`config.mk`:
```
export PLATFORM = sky130hd
export DESIGN_NAME = pulse_wave_channel
export DESIGN_NICKNAME = d
export VERILOG_FILES = /design/src/design/pwc_pkg.sv /design/src/design/pwc_core.sv /design/src/design/pwc_out_buf.sv /design/src/design/pulse_wave_channel.sv
export VERILOG_INCLUDE_DIRS = /design/src /design/src/design
export SDC_FILE = /design/constraint.sdc
export NUM_CORES = 1
export LEC_CHECK = 0
export BUFFER_PORTS_ARGS = -buffer_cell sky130_fd_sc_hd__buf_2
export CAP_MARGIN = 20
export CORE_ASPECT_RATIO = 1.25
export CORE_MARGIN = 1.5
export CORE_UTILIZATION = 60
export CTS_CLUSTER_SIZE = 16
export DETAILED_ROUTE_END_ITERATION = 8
export PLACE_DENSITY = 0.77
export SYNTH_ARGS = -nofsm -noshare
export SYNTH_HDL_FRONTEND = slang
export SYNTH_SLANG_ARGS = --single-unit
```
`constraint.sdc`:
```
create_clock -name clk -period 9.6 [get_ports clk]
set_input_delay 1.92 -clock clk [delete_from_list [all_inputs] [get_ports clk]]
set_output_delay 1.92 -clock clk [all_outputs]
set_load 0.05 [all_outputs]
```
`src/design/pulse_wave_channel_assert.svh`:
```
// ----------------------------------------------------------------------------
// Assertion macros for the pulse wave channel
// Shared forms for the concurrent checks in the channel's modules.
// ----------------------------------------------------------------------------
`ifndef PULSE_WAVE_CHANNEL_ASSERT_SVH
`define PULSE_WAVE_CHANNEL_ASSERT_SVH

// Same-cycle implication, checked at every clock edge out of reset.
`define PWC_ASSERT_NOW(label, cause, effect, msg) \
    label: assert property (@(posedge clk) disable iff (!rst_n) (cause) |-> (effect)) \
        else $error(msg);

// Next-cycle implication, checked at every clock edge out of reset.
`define PWC_ASSERT_NEXT(label, cause, effect, msg) \
    label: assert property (@(posedge clk) disable iff (!rst_n) (cause) |=> (effect)) \
        else $error(msg);

`endif

```
`src/design/pwc_pkg.sv`:
```
// ----------------------------------------------------------------------------
// Pulse wave channel package
// Request and result types, event codes, lookup tables and sweep arithmetic.
// ----------------------------------------------------------------------------
package pwc_pkg;

    // Event codes carried by a request.
    typedef enum logic [2:0] {
        OP_WRITE   = 3'd0,
        OP_ENABLE  = 3'd1,
        OP_QUARTER = 3'd2,
        OP_HALF    = 3'd3,
        OP_TICK    = 3'd4
    } op_t;

    // Channel register addresses.
    localparam logic [1:0] REG_DUTY_ENV  = 2'd0;
    localparam logic [1:0] REG_SWEEP     = 2'd1;
    localparam logic [1:0] REG_PERIOD_LO = 2'd2;
    localparam logic [1:0] REG_PERIOD_HI = 2'd3;

    localparam logic [10:0] MIN_PERIOD = 11'd8;
    localparam logic [3:0]  DECAY_TOP  = 4'd15;

    typedef struct packed {
        op_t        op;
        logic [1:0] reg_addr;
        logic [7:0] reg_value;
    } pwc_in_t;

    typedef struct packed {
        logic [3:0] sample;
        logic       length_active;
    } pwc_out_t;

    // Duty waveform: one bit per sequencer step.
    function automatic logic duty_bit(input logic [1:0] sel, input logic [2:0] step);
        logic [7:0] wave;
        begin
            unique case (sel)
                2'd0: wave = 8'b0000_0010;
                2'd1: wave = 8'b0000_0110;
                2'd2: wave = 8'b0001_1110;
                default: wave = 8'b1111_1001;
            endcase
            duty_bit = wave[step];
        end
    endfunction

    // Length counter load values.
    function automatic logic [7:0] length_load(input logic [4:0] idx);
        begin
            unique case (idx)
                5'd0:  length_load = 8'd10;
                5'd1:  length_load = 8'd254;
                5'd2:  length_load = 8'd20;
                5'd3:  length_load = 8'd2;
                5'd4:  length_load = 8'd40;
                5'd5:  length_load = 8'd4;
                5'd6:  length_load = 8'd80;
                5'd7:  length_load = 8'd6;
                5'd8:  length_load = 8'd160;
                5'd9:  length_load = 8'd8;
                5'd10: length_load = 8'd60;
                5'd11: length_load = 8'd10;
                5'd12: length_load = 8'd14;
                5'd13: length_load = 8'd12;
                5'd14: length_load = 8'd26;
                5'd15: length_load = 8'd14;
                5'd16: length_load = 8'd12;
                5'd17: length_load = 8'd16;
                5'd18: length_load = 8'd24;
                5'd19: length_load = 8'd18;
                5'd20: length_load = 8'd48;
                5'd21: length_load = 8'd20;
                5'd22: length_load = 8'd96;
                5'd23: length_load = 8'd22;
                5'd24: length_load = 8'd192;
                5'd25: length_load = 8'd24;
                5'd26: length_load = 8'd72;
                5'd27: length_load = 8'd26;
                5'd28: length_load = 8'd16;
                5'd29: length_load = 8'd28;
                5'd30: length_load = 8'd32;
                default: length_load = 8'd30;
            endcase
        end
    endfunction

    // Sweep target period. Negation subtracts one extra for ones' complement
    // and saturates at zero; the upper bit flags an overflow past 0x7FF.
    function automatic logic [11:0] sweep_target(
        input logic [10:0] period,
        input logic [2:0]  shift,
        input logic        negate,
        input logic        ones_comp
    );
        logic [11:0] change;
        logic [11:0] sub;
        begin
            change = {1'b0, period >> shift};
            sub    = change + {11'd0, ones_comp};
            if (!negate)
                sweep_target = {1'b0, period} + change;
            else if (sub > {1'b0, period})
                sweep_target = 12'd0;
            else
                sweep_target = {1'b0, period} - sub;
        end
    endfunction

endpackage

```
`src/design/pwc_core.sv`:
```
// ----------------------------------------------------------------------------
// Pulse wave channel core
// Channel state, updated in one pass for one request per clock with push high.
// ----------------------------------------------------------------------------
`include "pulse_wave_channel_assert.svh"

module pwc_core
    import pwc_pkg::*;
(
    input  logic     clk,
    input  logic     rst_n,
    input  logic     push,
    input  pwc_in_t  req,
    input  logic     cfg_wr_en,
    input  logic     cfg_wr_data,
    output pwc_out_t result
);

    logic        channel_index_reg;
    logic [1:0]  duty_select_reg, duty_select_next;
    logic        loop_halt_reg, loop_halt_next;
    logic        constant_volume_reg, constant_volume_next;
    logic [3:0]  envelope_param_reg, envelope_param_next;
    logic        sweep_enable_reg, sweep_enable_next;
    logic        sweep_negate_reg, sweep_negate_next;
    logic [2:0]  sweep_period_reg, sweep_period_next;
    logic [2:0]  sweep_shift_reg, sweep_shift_next;
    logic [2:0]  sweep_divider_reg, sweep_divider_next;
    logic        sweep_reload_reg, sweep_reload_next;
    logic        muted_reg, muted_next;
    logic [10:0] timer_period_reg, timer_period_next;
    logic [11:0] timer_count_reg, timer_count_next;
    logic [2:0]  step_position_reg, step_position_next;
    logic [7:0]  length_count_reg, length_count_next;
    logic        channel_on_reg, channel_on_next;
    logic        envelope_start_reg, envelope_start_next;
    logic [3:0]  envelope_decay_reg, envelope_decay_next;
    logic [3:0]  envelope_divider_reg, envelope_divider_next;

    logic [11:0] cur_target;
    logic [11:0] next_target;
    logic [3:0]  volume;
    logic [7:0]  v;

    assign v = req.reg_value;

    // Sweep target from the present state, used by a half clock.
    assign cur_target = sweep_target(timer_period_reg, sweep_shift_reg,
                                     sweep_negate_reg, ~channel_index_reg);

    // State update for one request.
    always_comb
    begin
        duty_select_next      = duty_select_reg;
        loop_halt_next        = loop_halt_reg;
        constant_volume_next  = constant_volume_reg;
        envelope_param_next   = envelope_param_reg;
        sweep_enable_next     = sweep_enable_reg;
        sweep_negate_next     = sweep_negate_reg;
        sweep_period_next     = sweep_period_reg;
        sweep_shift_next      = sweep_shift_reg;
        sweep_divider_next    = sweep_divider_reg;
        sweep_reload_next     = sweep_reload_reg;
        timer_period_next     = timer_period_reg;
        timer_count_next      = timer_count_reg;
        step_position_next    = step_position_reg;
        length_count_next     = length_count_reg;
        channel_on_next       = channel_on_reg;
        envelope_start_next   = envelope_start_reg;
        envelope_decay_next   = envelope_decay_reg;
        envelope_divider_next = envelope_divider_reg;

        unique case (req.op)
            OP_WRITE:
            begin
                unique case (req.reg_addr)
                    REG_DUTY_ENV:
                    begin
                        duty_select_next     = v[7:6];
                        loop_halt_next       = v[5];
                        constant_volume_next = v[4];
                        envelope_param_next  = v[3:0];
                    end
                    REG_SWEEP:
                    begin
                        sweep_enable_next = v[7];
                        sweep_period_next = v[6:4];
                        sweep_negate_next = v[3];
                        sweep_shift_next  = v[2:0];
                        sweep_reload_next = 1'b1;
                    end
                    REG_PERIOD_LO:
                    begin
                        timer_period_next = {timer_period_reg[10:8], v};
                    end
                    default:
                    begin
                        timer_period_next = {v[2:0], timer_period_reg[7:0]};
                        if (channel_on_reg)
                            length_count_next = length_load(v[7:3]);
                        step_position_next  = 3'd0;
                        envelope_start_next = 1'b1;
                    end
                endcase
            end
            OP_ENABLE:
            begin
                channel_on_next = v[0];
                if (!v[0])
                    length_count_next = 8'd0;
            end
            OP_QUARTER:
            begin
                if (envelope_start_reg)
                begin
                    envelope_start_next   = 1'b0;
                    envelope_decay_next   = DECAY_TOP;
                    envelope_divider_next = envelope_param_reg;
                end
                else if (envelope_divider_reg == 4'd0)
                begin
                    envelope_divider_next = envelope_param_reg;
                    if (envelope_decay_reg != 4'd0)
                        envelope_decay_next = envelope_decay_reg - 4'd1;
                    else if (loop_halt_reg)
                        envelope_decay_next = DECAY_TOP;
                end
                else
                begin
                    envelope_divider_next = envelope_divider_reg - 4'd1;
                end
            end
            OP_HALF:
            begin
                if (sweep_divider_reg == 3'd0 && sweep_enable_reg &&
                    sweep_shift_reg != 3'd0 && !muted_reg &&
                    timer_period_reg >= MIN_PERIOD)
                    timer_period_next = cur_target[10:0];
                if (sweep_divider_reg == 3'd0 || sweep_reload_reg)
                begin
                    sweep_divider_next = sweep_period_reg;
                    sweep_reload_next  = 1'b0;
                end
                else
                begin
                    sweep_divider_next = sweep_divider_reg - 3'd1;
                end
                if (length_count_reg != 8'd0 && !loop_halt_reg)
                    length_count_next = length_count_reg - 8'd1;
            end
            OP_TICK:
            begin
                if (timer_count_reg == 12'd0)
                begin
                    timer_count_next   = {timer_period_reg, 1'b1};
                    step_position_next = step_position_reg + 3'd1;
                end
                else
                begin
                    timer_count_next = timer_count_reg - 12'd1;
                end
            end
            default:
            begin
            end
        endcase
    end

    // Mute flag follows the updated period and sweep setting.
    assign next_target = sweep_target(timer_period_next, sweep_shift_next,
                                      sweep_negate_next, ~channel_index_reg);
    assign muted_next  = ~sweep_negate_next & next_target[11];

    // Output level from the updated state.
    assign volume = constant_volume_next ? envelope_param_next : envelope_decay_next;

    always_comb
    begin
        result.length_active = (length_count_next != 8'd0);
        if (!muted_next && timer_period_next >= MIN_PERIOD && result.length_active &&
            duty_bit(duty_select_next, step_position_next))
            result.sample = volume;
        else
            result.sample = 4'd0;
    end

    // Configuration register.
    always_ff @(posedge clk or negedge rst_n)
    begin
        if (!rst_n)
            channel_index_reg <= 1'b0;
        else if (cfg_wr_en)
            channel_index_reg <= cfg_wr_data;
    end

    // Channel state registers, advanced once per accepted request.
    always_ff @(posedge clk or negedge rst_n)
    begin
        if (!rst_n)
        begin
            duty_select_reg      <= '0;
            loop_halt_reg        <= 1'b0;
            constant_volume_reg  <= 1'b0;
            envelope_param_reg   <= '0;
            sweep_enable_reg     <= 1'b0;
            sweep_negate_reg     <= 1'b0;
            sweep_period_reg     <= '0;
            sweep_shift_reg      <= '0;
            sweep_divider_reg    <= '0;
            sweep_reload_reg     <= 1'b0;
            muted_reg            <= 1'b0;
            timer_period_reg     <= '0;
            timer_count_reg      <= '0;
            step_position_reg    <= '0;
            length_count_reg     <= '0;
            channel_on_reg       <= 1'b0;
            envelope_start_reg   <= 1'b0;
            envelope_decay_reg   <= '0;
            envelope_divider_reg <= '0;
        end
        else if (push)
        begin
            duty_select_reg      <= duty_select_next;
            loop_halt_reg        <= loop_halt_next;
            constant_volume_reg  <= constant_volume_next;
            envelope_param_reg   <= envelope_param_next;
            sweep_enable_reg     <= sweep_enable_next;
            sweep_negate_reg     <= sweep_negate_next;
            sweep_period_reg     <= sweep_period_next;
            sweep_shift_reg      <= sweep_shift_next;
            sweep_divider_reg    <= sweep_divider_next;
            sweep_reload_reg     <= sweep_reload_next;
            muted_reg            <= muted_next;
            timer_period_reg     <= timer_period_next;
            timer_count_reg      <= timer_count_next;
            step_position_reg    <= step_position_next;
            length_count_reg     <= length_count_next;
            channel_on_reg       <= channel_on_next;
            envelope_start_reg   <= envelope_start_next;
            envelope_decay_reg   <= envelope_decay_next;
            envelope_divider_reg <= envelope_divider_next;
        end
    end

    // A disabled channel cannot hold a running length counter.
    `PWC_ASSERT_NOW(a_off_no_length, push && !channel_on_next, !result.length_active, "length running while channel disabled")

endmodule

```
`src/design/pwc_out_buf.sv`:
```
// ----------------------------------------------------------------------------
// Pulse wave channel output buffer
// Result register with one skid entry, so a request is taken while a result waits.
// ----------------------------------------------------------------------------
`include "pulse_wave_channel_assert.svh"

module pwc_out_buf
    import pwc_pkg::*;
(
    input  logic     clk,
    input  logic     rst_n,
    input  logic     push,
    input  pwc_out_t push_data,
    output logic     full,
    output logic     res_valid,
    input  logic     res_stall,
    output pwc_out_t res
);

    logic     out_valid_reg;
    pwc_out_t out_data_reg;
    logic     skid_valid_reg;
    pwc_out_t skid_data_reg;
    logic     pop;

    assign pop       = out_valid_reg & ~res_stall;
    assign full      = skid_valid_reg;
    assign res_valid = out_valid_reg;
    assign res       = out_data_reg;

    // Valid flags.
    always_ff @(posedge clk or negedge rst_n)
    begin
        if (!rst_n)
        begin
            out_valid_reg  <= 1'b0;
            skid_valid_reg <= 1'b0;
        end
        else if (skid_valid_reg)
        begin
            if (pop)
                skid_valid_reg <= 1'b0;
        end
        else if (push)
        begin
            if (out_valid_reg && !pop)
                skid_valid_reg <= 1'b1;
            else
                out_valid_reg <= 1'b1;
        end
        else if (pop)
        begin
            out_valid_reg <= 1'b0;
        end
    end

    // Result data, no reset needed.
    always_ff @(posedge clk)
    begin
        if (skid_valid_reg)
        begin
            if (pop)
                out_data_reg <= skid_data_reg;
        end
        else if (push)
        begin
            if (out_valid_reg && !pop)
                skid_data_reg <= push_data;
            else
                out_data_reg <= push_data;
        end
    end

    `PWC_ASSERT_NOW(a_skid_behind_out, skid_valid_reg, out_valid_reg, "skid entry without result entry")
    `PWC_ASSERT_NOW(a_no_push_when_full, push, !skid_valid_reg, "request taken while buffer full")
    `PWC_ASSERT_NEXT(a_skid_holds, skid_valid_reg && res_stall, skid_valid_reg, "skid entry lost while stalled")

endmodule

```
`src/design/pulse_wave_channel.sv`:
```
// ----------------------------------------------------------------------------
// Pulse wave channel
// Square-wave sound channel with envelope, sweep, length counter and timer.
// ----------------------------------------------------------------------------
// Each request is one event (register write, enable write, quarter clock,
// half clock or CPU tick). The block takes one request per clock while
// req_stall is low and gives one result for it, updating all state in a
// single pass into the two-entry output buffer (result register plus skid
// entry), which lets requests keep flowing while a result waits; requests
// stall only when both entries are occupied. The channel_index register is
// written through cfg_wr_en / cfg_wr_data, which the user must do only while
// no request is in flight; the block itself does not enforce this.
module pulse_wave_channel
    import pwc_pkg::*;
(
    input  logic     clk,
    input  logic     rst_n,
    input  logic     req_valid,
    output logic     req_stall,
    input  pwc_in_t  req,
    output logic     res_valid,
    input  logic     res_stall,
    output pwc_out_t res,
    input  logic     cfg_wr_en,
    input  logic     cfg_wr_data
);

    logic     push;
    logic     full;
    pwc_out_t result;

    // A request is taken whenever the output buffer has room.
    assign req_stall = full;
    assign push      = req_valid & ~full;

    pwc_core u_core (
        .clk         (clk),
        .rst_n       (rst_n),
        .push        (push),
        .req         (req),
        .cfg_wr_en   (cfg_wr_en),
        .cfg_wr_data (cfg_wr_data),
        .result      (result)
    );

    pwc_out_buf u_out_buf (
        .clk       (clk),
        .rst_n     (rst_n),
        .push      (push),
        .push_data (result),
        .full      (full),
        .res_valid (res_valid),
        .res_stall (res_stall),
        .res       (res)
    );

endmodule
```
==> run_results.csv, run 1 <==
group,metric,value,unit
power_and_ir_drop,swShare,0.4783,
grt,globalRouteTotalUtil,0.3634,
route,postRouteWirelength,25.51,mm
sta,rsz_0062_raised_after_global_routing,"false",
synthesis,synth_sequential_area_ratio,0.2435,
grt,grt_first_pass_wirelength,40.59,mm
route,detailedRoute.firstPassIterationCount,8,
route,dr_wl_cell,21.58,µm
synthesis,mappedNetlistArea,8220,µm²
floorplanning,die_width,107.7,µm
sta,timing_hold_violations_final,0,
floorplanning,design.portCount,26,
finish,areaGrowthSynthToFinish,4.916,%
route,drt.antenna.violating_nets,0,
synthesis,post-synth-top-count-cell,"sky130_fd_sc_hd__nand2_1",
power_and_ir_drop,static-leakage-power,3.672,nW
worst_setup_path,critPathCaptureType,"flip-flop",
sta,slew_of_the_pin_with_the_lowest_slew_margin,0.9832,ns
clocking,clock_tree_from_tritoncts,"yes",
clocking,clock_tree_root_buffer_cell,"sky130_fd_sc_hd__clkbuf_16",
clocking,postCtsSetupRepairBufs,0,
grt,number_of_antenna_violations_at_the_first_check_in_global_routing,0,
worst_setup_path,worst-endpoint-arrival,7.78,ns
route,drc,0,
grt,grt_pass1_vias,7666,
worst_setup_path,crit_path_start_kind,"flip-flop",
synthesis,synth.net_count,1109,
floorplanning,design.core.area,13290,µm²
power_and_ir_drop,sequentialPowerShare,0.290,
power_and_ir_drop,power,2.047,mW
power_and_ir_drop,p_int,1.068,mW
power_and_ir_drop,switchingPower,979.1,µW
sta,relSlewSlack,0.3445,
sta,final.setup_skew,0.01188,ns
grt,globalRoute.totalOverflow,0,
placed_design,port_buffers,25,
synthesis,post_synth_most_frequent_cells,"sky130_fd_sc_hd__nand2_1 (97), sky130_fd_sc_hd__o21ai_0 (85), sky130_fd_sc_hd__nor2_1 (73)",
sta,tns,0,ns
sta,setup_viol,0,
clocking,clk_transition_reported_paths,0.07,ns
power_and_ir_drop,clkPwrFrac,0.173,
floorplanning,start_util,0.6185,
synthesis,synth_cells,1029,
finish,final_area,8625,µm²
placed_design,dp_hpwl,18.65,mm
clocking,clk-insertion-delay-late,0.34,ns
floorplanning,floorplan.rows,47,
clocking,cts_htree_levels,3,
sta,report.final.slew_viol_count,0,
synthesis,synth_edf_count,10,
synthesis,postSynth.topFlopCell,"sky130_fd_sc_hd__dfrtp_1",
clocking,tritoncts_num_sinks,78,
finish,antenna-diode-count,0,
power_and_ir_drop,cellPowerDensity,237.4,nW/µm²
sta,min_period,7.652,ns
synthesis,ys.warnings.count,0,
placed_design,place_area,8327,µm²
outcome,run_status,"completed",
synthesis,yosysTopAreaCell,"sky130_fd_sc_hd__dfrtp_1",
finish,final_layout_size_suffix_gt1_frac,0.1108,
power_and_ir_drop,power.ir.vdd_worst,154.9,µV
route,drtIter0Drc,1034,
synthesis,synth.lib_cells_used.distinct,90,
sta,postLayoutSetupSlackWorst,1.948,ns
clocking,clock_path_buffers,2,
power_and_ir_drop,pwr-share-comb,0.538,
floorplanning,die_height,133.9,µm
placed_design,place_ws,2.113,ns
worst_setup_path,slowest_stage_cell_crit_path,"sky130_fd_sc_hd__dfrtp_1",
synthesis,ys_top_cells_by_area,"sky130_fd_sc_hd__dfrtp_1 (21%), sky130_fd_sc_hd__ha_1 (9.0%), sky130_fd_sc_hd__o21ai_0 (5.2%)",
worst_hold_path,hold_path.class,"flip-flop to flip-flop",
sta,timing.fmax,130.7,MHz
placed_design,place.gp.congestion,1.059,
synthesis,ys_async_sr_fraction,0.8718,
finish,finish.net_count,1086,
worst_setup_path,timing.critical_path.slowest_cell_delay,0.96,ns
sta,min_period_over_period,0.7971,
worst_setup_path,worst-path-max-fanout,26,
finish,largest_reg_flops,12,
synthesis,synth_seq_cells,78,
route,post_detailed_route_via_to_cell_ratio,6.965,
clocking,tritoncts.num_buffers,9,
run,max_capacitance_violation_total,0,
route,vias,8233,
worst_setup_path,critical_path_required,9.73,ns
finish,layout.filler_cells,1197,
synthesis,postSynthAreaPerCell,7.989,µm²
synthesis,yosysTopAreaCellShare,0.2070,
worst_setup_path,worst-setup-path-type,"flip-flop to flip-flop",
clocking,cts_hold_buf,0,
grt,maximum_number_of_pins_on_one_net_before_global_route_repair,69,
floorplanning,die-area,14420,µm²
clocking,ctsResizeCount,0,
-- path summary, 6_finish.rpt --
path | from | to | slack (ns) | cells past startpoint
setup / recovery | u_core.sweep_shift_reg[0]$_DFFE_PN0P_ | u_out_buf.res[1]$_DFFE_PP_ | 1.95 | 31
setup reg to reg | u_core.sweep_shift_reg[0]$_DFFE_PN0P_ | u_out_buf.res[1]$_DFFE_PP_ | 1.95 | 31
max in group asynchronous | rst_n | u_core.step_position_reg[0]$_DFFE_PN0P_ | 7.29 | 1
hold / removal | u_core.sweep_enable_reg$_DFFE_PN0P_ | u_core.sweep_enable_reg$_DFFE_PN0P_ | 0.49 | 2
hold reg to reg | u_core.sweep_enable_reg$_DFFE_PN0P_ | u_core.sweep_enable_reg$_DFFE_PN0P_ | 0.49 | 2
min in group asynchronous | rst_n | u_core.envelope_divider_reg[3]$_DFFE_PN0P_ | 1.71 | 1
-- layout make-up --
class	count	area, µm²	area share
multi-input combinational	822	5690	0.6598
sequential	78	2002	0.2321
inverter	62	232.7	0.02698
clock buffer	10	229.0	0.02655
tap	171	214.0	0.02481
timing repair buffer	33	187.7	0.02176
clock inverter	6	68.82	0.007979
-- stage by stage --
| stage | instances | utilization | hold WS (ns) |
|---|---|---|---|
| 2_1_floorplan | 1029 | - | 0.4423 |
| 3_3_place_gp | 1166 | 0.6265 | 0.4644 |
| 3_5_place_dp | 1166 | 0.6265 | 0.4705 |
| 4_1_cts | 1182 | 0.6489 | 0.4906 |
| 5_1_grt | 1182 | 0.6489 | 0.5145 |
| 6_report | 1182 | 0.6489 | 0.4886 |
-- logic make-up (layout without fill, tap and decap cells) --
family | Yosys count | count (layout) | synth area share
DFF | 78 | 78 | 0.2435
buffers and inverters | 129 | 111 | 0.06423
muxes | 54 | 54 | 0.07991
adders and majority gates | 61 | 61 | 0.09467
and+or+nand+nor | 359 | 359 | 0.2250
xor gates and xnor gates | 17 | 17 | 0.01811
AOI/OAI and AO/OA | 331 | 331 | 0.2746
-- worst max-delay path, delay by kind of cell, from the launching register on --
| kind | cells | cell delay (ns) |
|---|---|---|
| AND/OR/NAND/NOR | 10 | 2.14 |
| adder cells (fa/ha/maj) | 4 | 0.85 |
| XOR/XNOR | 1 | 0.16 |
| multiplexers | 1 | 0.21 |
| AO/OA/AOI/OAI | 15 | 3.10 |
| flip-flops | 1 | 0.96 |
-- routing by layer --
layer,global-route usage,part of all wire
met1,0.4357,0.38
met4,0.2610,0.082
met3,0.06171,0.078
met2,0.5856,0.46
met5,0,0
-- power groups by stage --
stage / registers [mW] / logic [mW] / clock network, mW
final: 0.593 / 1.10 / 0.354
after global routing: 0.608 / 1.21 / 0.373
after CTS: 0.585 / 1.08 / 0.359
after detailed placement: 0.591 / 1.08 / 0
after global placement: 0.587 / 1.06 / 0
after floorplan: 0.558 / 0.834 / 0
-- cells in the final DEF (no fill, tap or decap), drive strengths merged, types with 14 or more instances in the layout --
master and count:
dfrtp 68, a31oi 18, nand2b 14, nor2b 16, a21oi 62, o21ai 86
inv 64, nand3 28, nor3 41, nor2 73, mux2 24, ha 59
mux2i 24, nand2 97, buf 33
(Power assumes the default switching activity.)
==> run 2, diff against run 1 <==
- CORE_UTILIZATION: 60 -> 58
- PLACE_DENSITY: 0.77 -> 0.78
- clock period: 9.6 -> 6.6 ns (I/O delays scaled with it)
==> run 2 against run 1 <==
Net effect:
- sequential power increased by 37%
- sequential share of layout area fell by 1.4 points
- non-clock buffer count up 47
- via count is 4.4% higher
- count of clock-buffer cells in the layout is 1 higher
- clock skew decreased by 0.0028 ns
- core utilization up 1.7 points
- final cell count increased by 4.4%
- critical path type unchanged
- largest cell class unchanged
- maximum frequency grew 18%
- clock power rose by 42%
==> run_results.csv, run 2 (synthesis gave the netlist of run 1 again) <==
group,metric,value,unit
route,drtIter0Drc,964,
route,post_detailed_route_via_to_cell_ratio,6.965,
finish,layout.filler_cells,1184,
route,detailedRoute.firstPassIterationCount,6,
finish,postLayoutCoreUtil,0.6662,
power_and_ir_drop,cellPowerDensity,338.7,nW/µm²
placed_design,dp_hpwl,19.65,mm
finish,finish.net_count,1134,
finish,largest_reg_flops,12,
sta,min_period_over_period,0.9834,
placed_design,place_ws,-0.1127,ns
worst_setup_path,worst-path-max-fanout,7,
power_and_ir_drop,power.ir.vdd_worst,300.6,µV
sta,timing.fmax,154.1,MHz
sta,relSlewSlack,0.2800,
run,max_capacitance_violation_total,0,
floorplanning,die_width,109.5,µm
finish,final_area,9203,µm²
placed_design,port_buffers,25,
clocking,clk_transition_reported_paths,0.07,ns
grt,number_of_antenna_violations_at_the_first_check_in_global_routing,0,
sta,final.setup_skew,0.009106,ns
floorplanning,floorplan.rows,48,
finish,layout.cells.most_common_list,"sky130_fd_sc_hd__nand2_1 (97), sky130_fd_sc_hd__o21ai_0 (80), sky130_fd_sc_hd__nor2_1 (71), sky130_fd_sc_hd__dfrtp_1 (64)",
clocking,cts_hold_buf,0,
worst_setup_path,crit_path_start_kind,"flip-flop",
worst_setup_path,worst-endpoint-arrival,6.65,ns
route,postRouteWirelength,27.08,mm
finish,multi_input_gate_area_in_the_final_layout,5898,µm²
clocking,clock_tree_root_buffer_cell,"sky130_fd_sc_hd__clkbuf_16",
power_and_ir_drop,static-leakage-power,3.954,nW
placed_design,place.gp.congestion,1.002,
finish,layout.cells.most_common,"sky130_fd_sc_hd__nand2_1",
worst_setup_path,slowest_stage_cell_crit_path,"sky130_fd_sc_hd__or4_4",
route,drc,0,
sta,report.final.slew_viol_count,0,
grt,grt_first_pass_wirelength,40.72,mm
clocking,cts_htree_levels,3,
sta,slew_of_the_pin_with_the_lowest_slew_margin,1.050,ns
sta,setup_viol,0,
clocking,clk-insertion-delay-late,0.35,ns
finish,final_layout_size_suffix_gt1_frac,0.1822,
grt,maximum_number_of_pins_on_one_net_before_global_route_repair,69,
worst_setup_path,critPathCaptureType,"flip-flop",
worst_setup_path,top_cell_by_count_worst_path,"sky130_fd_sc_hd__o21a_1",
worst_setup_path,critical_path_required,6.76,ns
floorplanning,start_util,0.5951,
placed_design,place_area,8625,µm²
worst_setup_path,timing.critical_path.slowest_cell_delay,0.49,ns
route,drt.antenna.violating_nets,0,
route,dr_wl_cell,21.95,µm
floorplanning,design.portCount,26,
sta,min_period,6.490,ns
floorplanning,die_height,136.1,µm
worst_hold_path,hold_path.class,"flip-flop to flip-flop",
grt,globalRoute.totalOverflow,0,
worst_setup_path,worst-setup-path-type,"flip-flop to flip-flop",
sta,postLayoutSetupSlackWorst,0.1098,ns
clocking,tritoncts_num_sinks,78,
floorplanning,design.core.area,13810,µm²
outcome,run_status,"completed",
grt,globalRouteTotalUtil,0.3587,
finish,antenna-diode-count,0,
clocking,clock_tree_from_tritoncts,"yes",
clocking,clock_path_buffers,2,
grt,grt_pass1_vias,7813,
sta,rsz_0062_raised_after_global_routing,"true",
clocking,tritoncts.num_buffers,9,
sta,timing_hold_violations_final,0,
route,vias,8595,
finish,sequential_cell_area,2007,µm²
floorplanning,die-area,14900,µm²
finish,areaGrowthSynthToFinish,11.95,%
-- run 2: report_power, final --
part / switching [mW] / internal (mW)
sequential: 0.176 / 0.636
combinational: 1.09 / 0.712
clock: 0.220 / 0.281
-- run 2: through the flow --
stage	setup TNS [ns]	hold slack [ns]	cells	power [mW]
after CTS	0	0.4849	1226	2.992
after global routing	-0.7782	0.5072	1234	3.320
after global placement	0	0.4569	1208	2.459
after detailed placement	-0.2686	0.4630	1208	2.485
after floorplan	0	0.4423	1029	2.030
final	0	0.4795	1234	3.117
-- run 2: path summary, 6_finish.rpt --
kind	start	end	slack (ns)	cells after the start
worst min register to register	u_core.sweep_period_reg[0]$_DFFE_PN0P_	u_core.sweep_period_reg[0]$_DFFE_PN0P_	0.48	2
max in group asynchronous	rst_n	u_core.sweep_shift_reg[0]$_DFFE_PN0P_	4.78	2
worst min-delay path	u_core.sweep_period_reg[0]$_DFFE_PN0P_	u_core.sweep_period_reg[0]$_DFFE_PN0P_	0.48	2
worst max register to register	u_core.timer_period_reg[5]$_DFFE_PN0P_	u_out_buf.res[3]$_DFFE_PP_	0.11	30
min in group asynchronous	rst_n	u_core.length_count_reg[7]$_DFFE_PN0P_	1.16	2
worst max-delay path	u_core.timer_period_reg[5]$_DFFE_PN0P_	u_out_buf.res[3]$_DFFE_PP_	0.11	30
-- run 2: layout make-up --
| cell class | count | share of cell area |
|---|---|---|
| multi-input cells | 823 | 0.6409 |
| flip-flops and latches | 78 | 0.2181 |
| repair buffers | 80 | 0.06010 |
| clock buffers | 11 | 0.02760 |
| inverters | 62 | 0.02529 |
| well taps | 175 | 0.02379 |
| clock inverters | 5 | 0.004215 |
-- run 2: routing by layer --
metal,GRT usage,share of wire
met2,0.5901,0.47
met1,0.4181,0.37
met4,0.2706,0.072
met5,0,0
met3,0.04890,0.083
-- run 2: repair_timing --
action / in CTS / in global routing
cloned: 1 / 0
pin swaps: 2 / 19
endpoints found under the setup margin: 5 / 9
buffers inserted: 1 / 8
resized for setup: 3 / 44
-- run 2: worst max-delay path: cells and delay by family (launching register included) --
kind,cells,cell delay (ns)
mux,1,0.10
xor+xnor,1,0.18
buf+inv,2,0.40
flops,1,0.44
fa+ha+maj,2,0.40
simple gates,9,2.07
compound gates,15,2.70
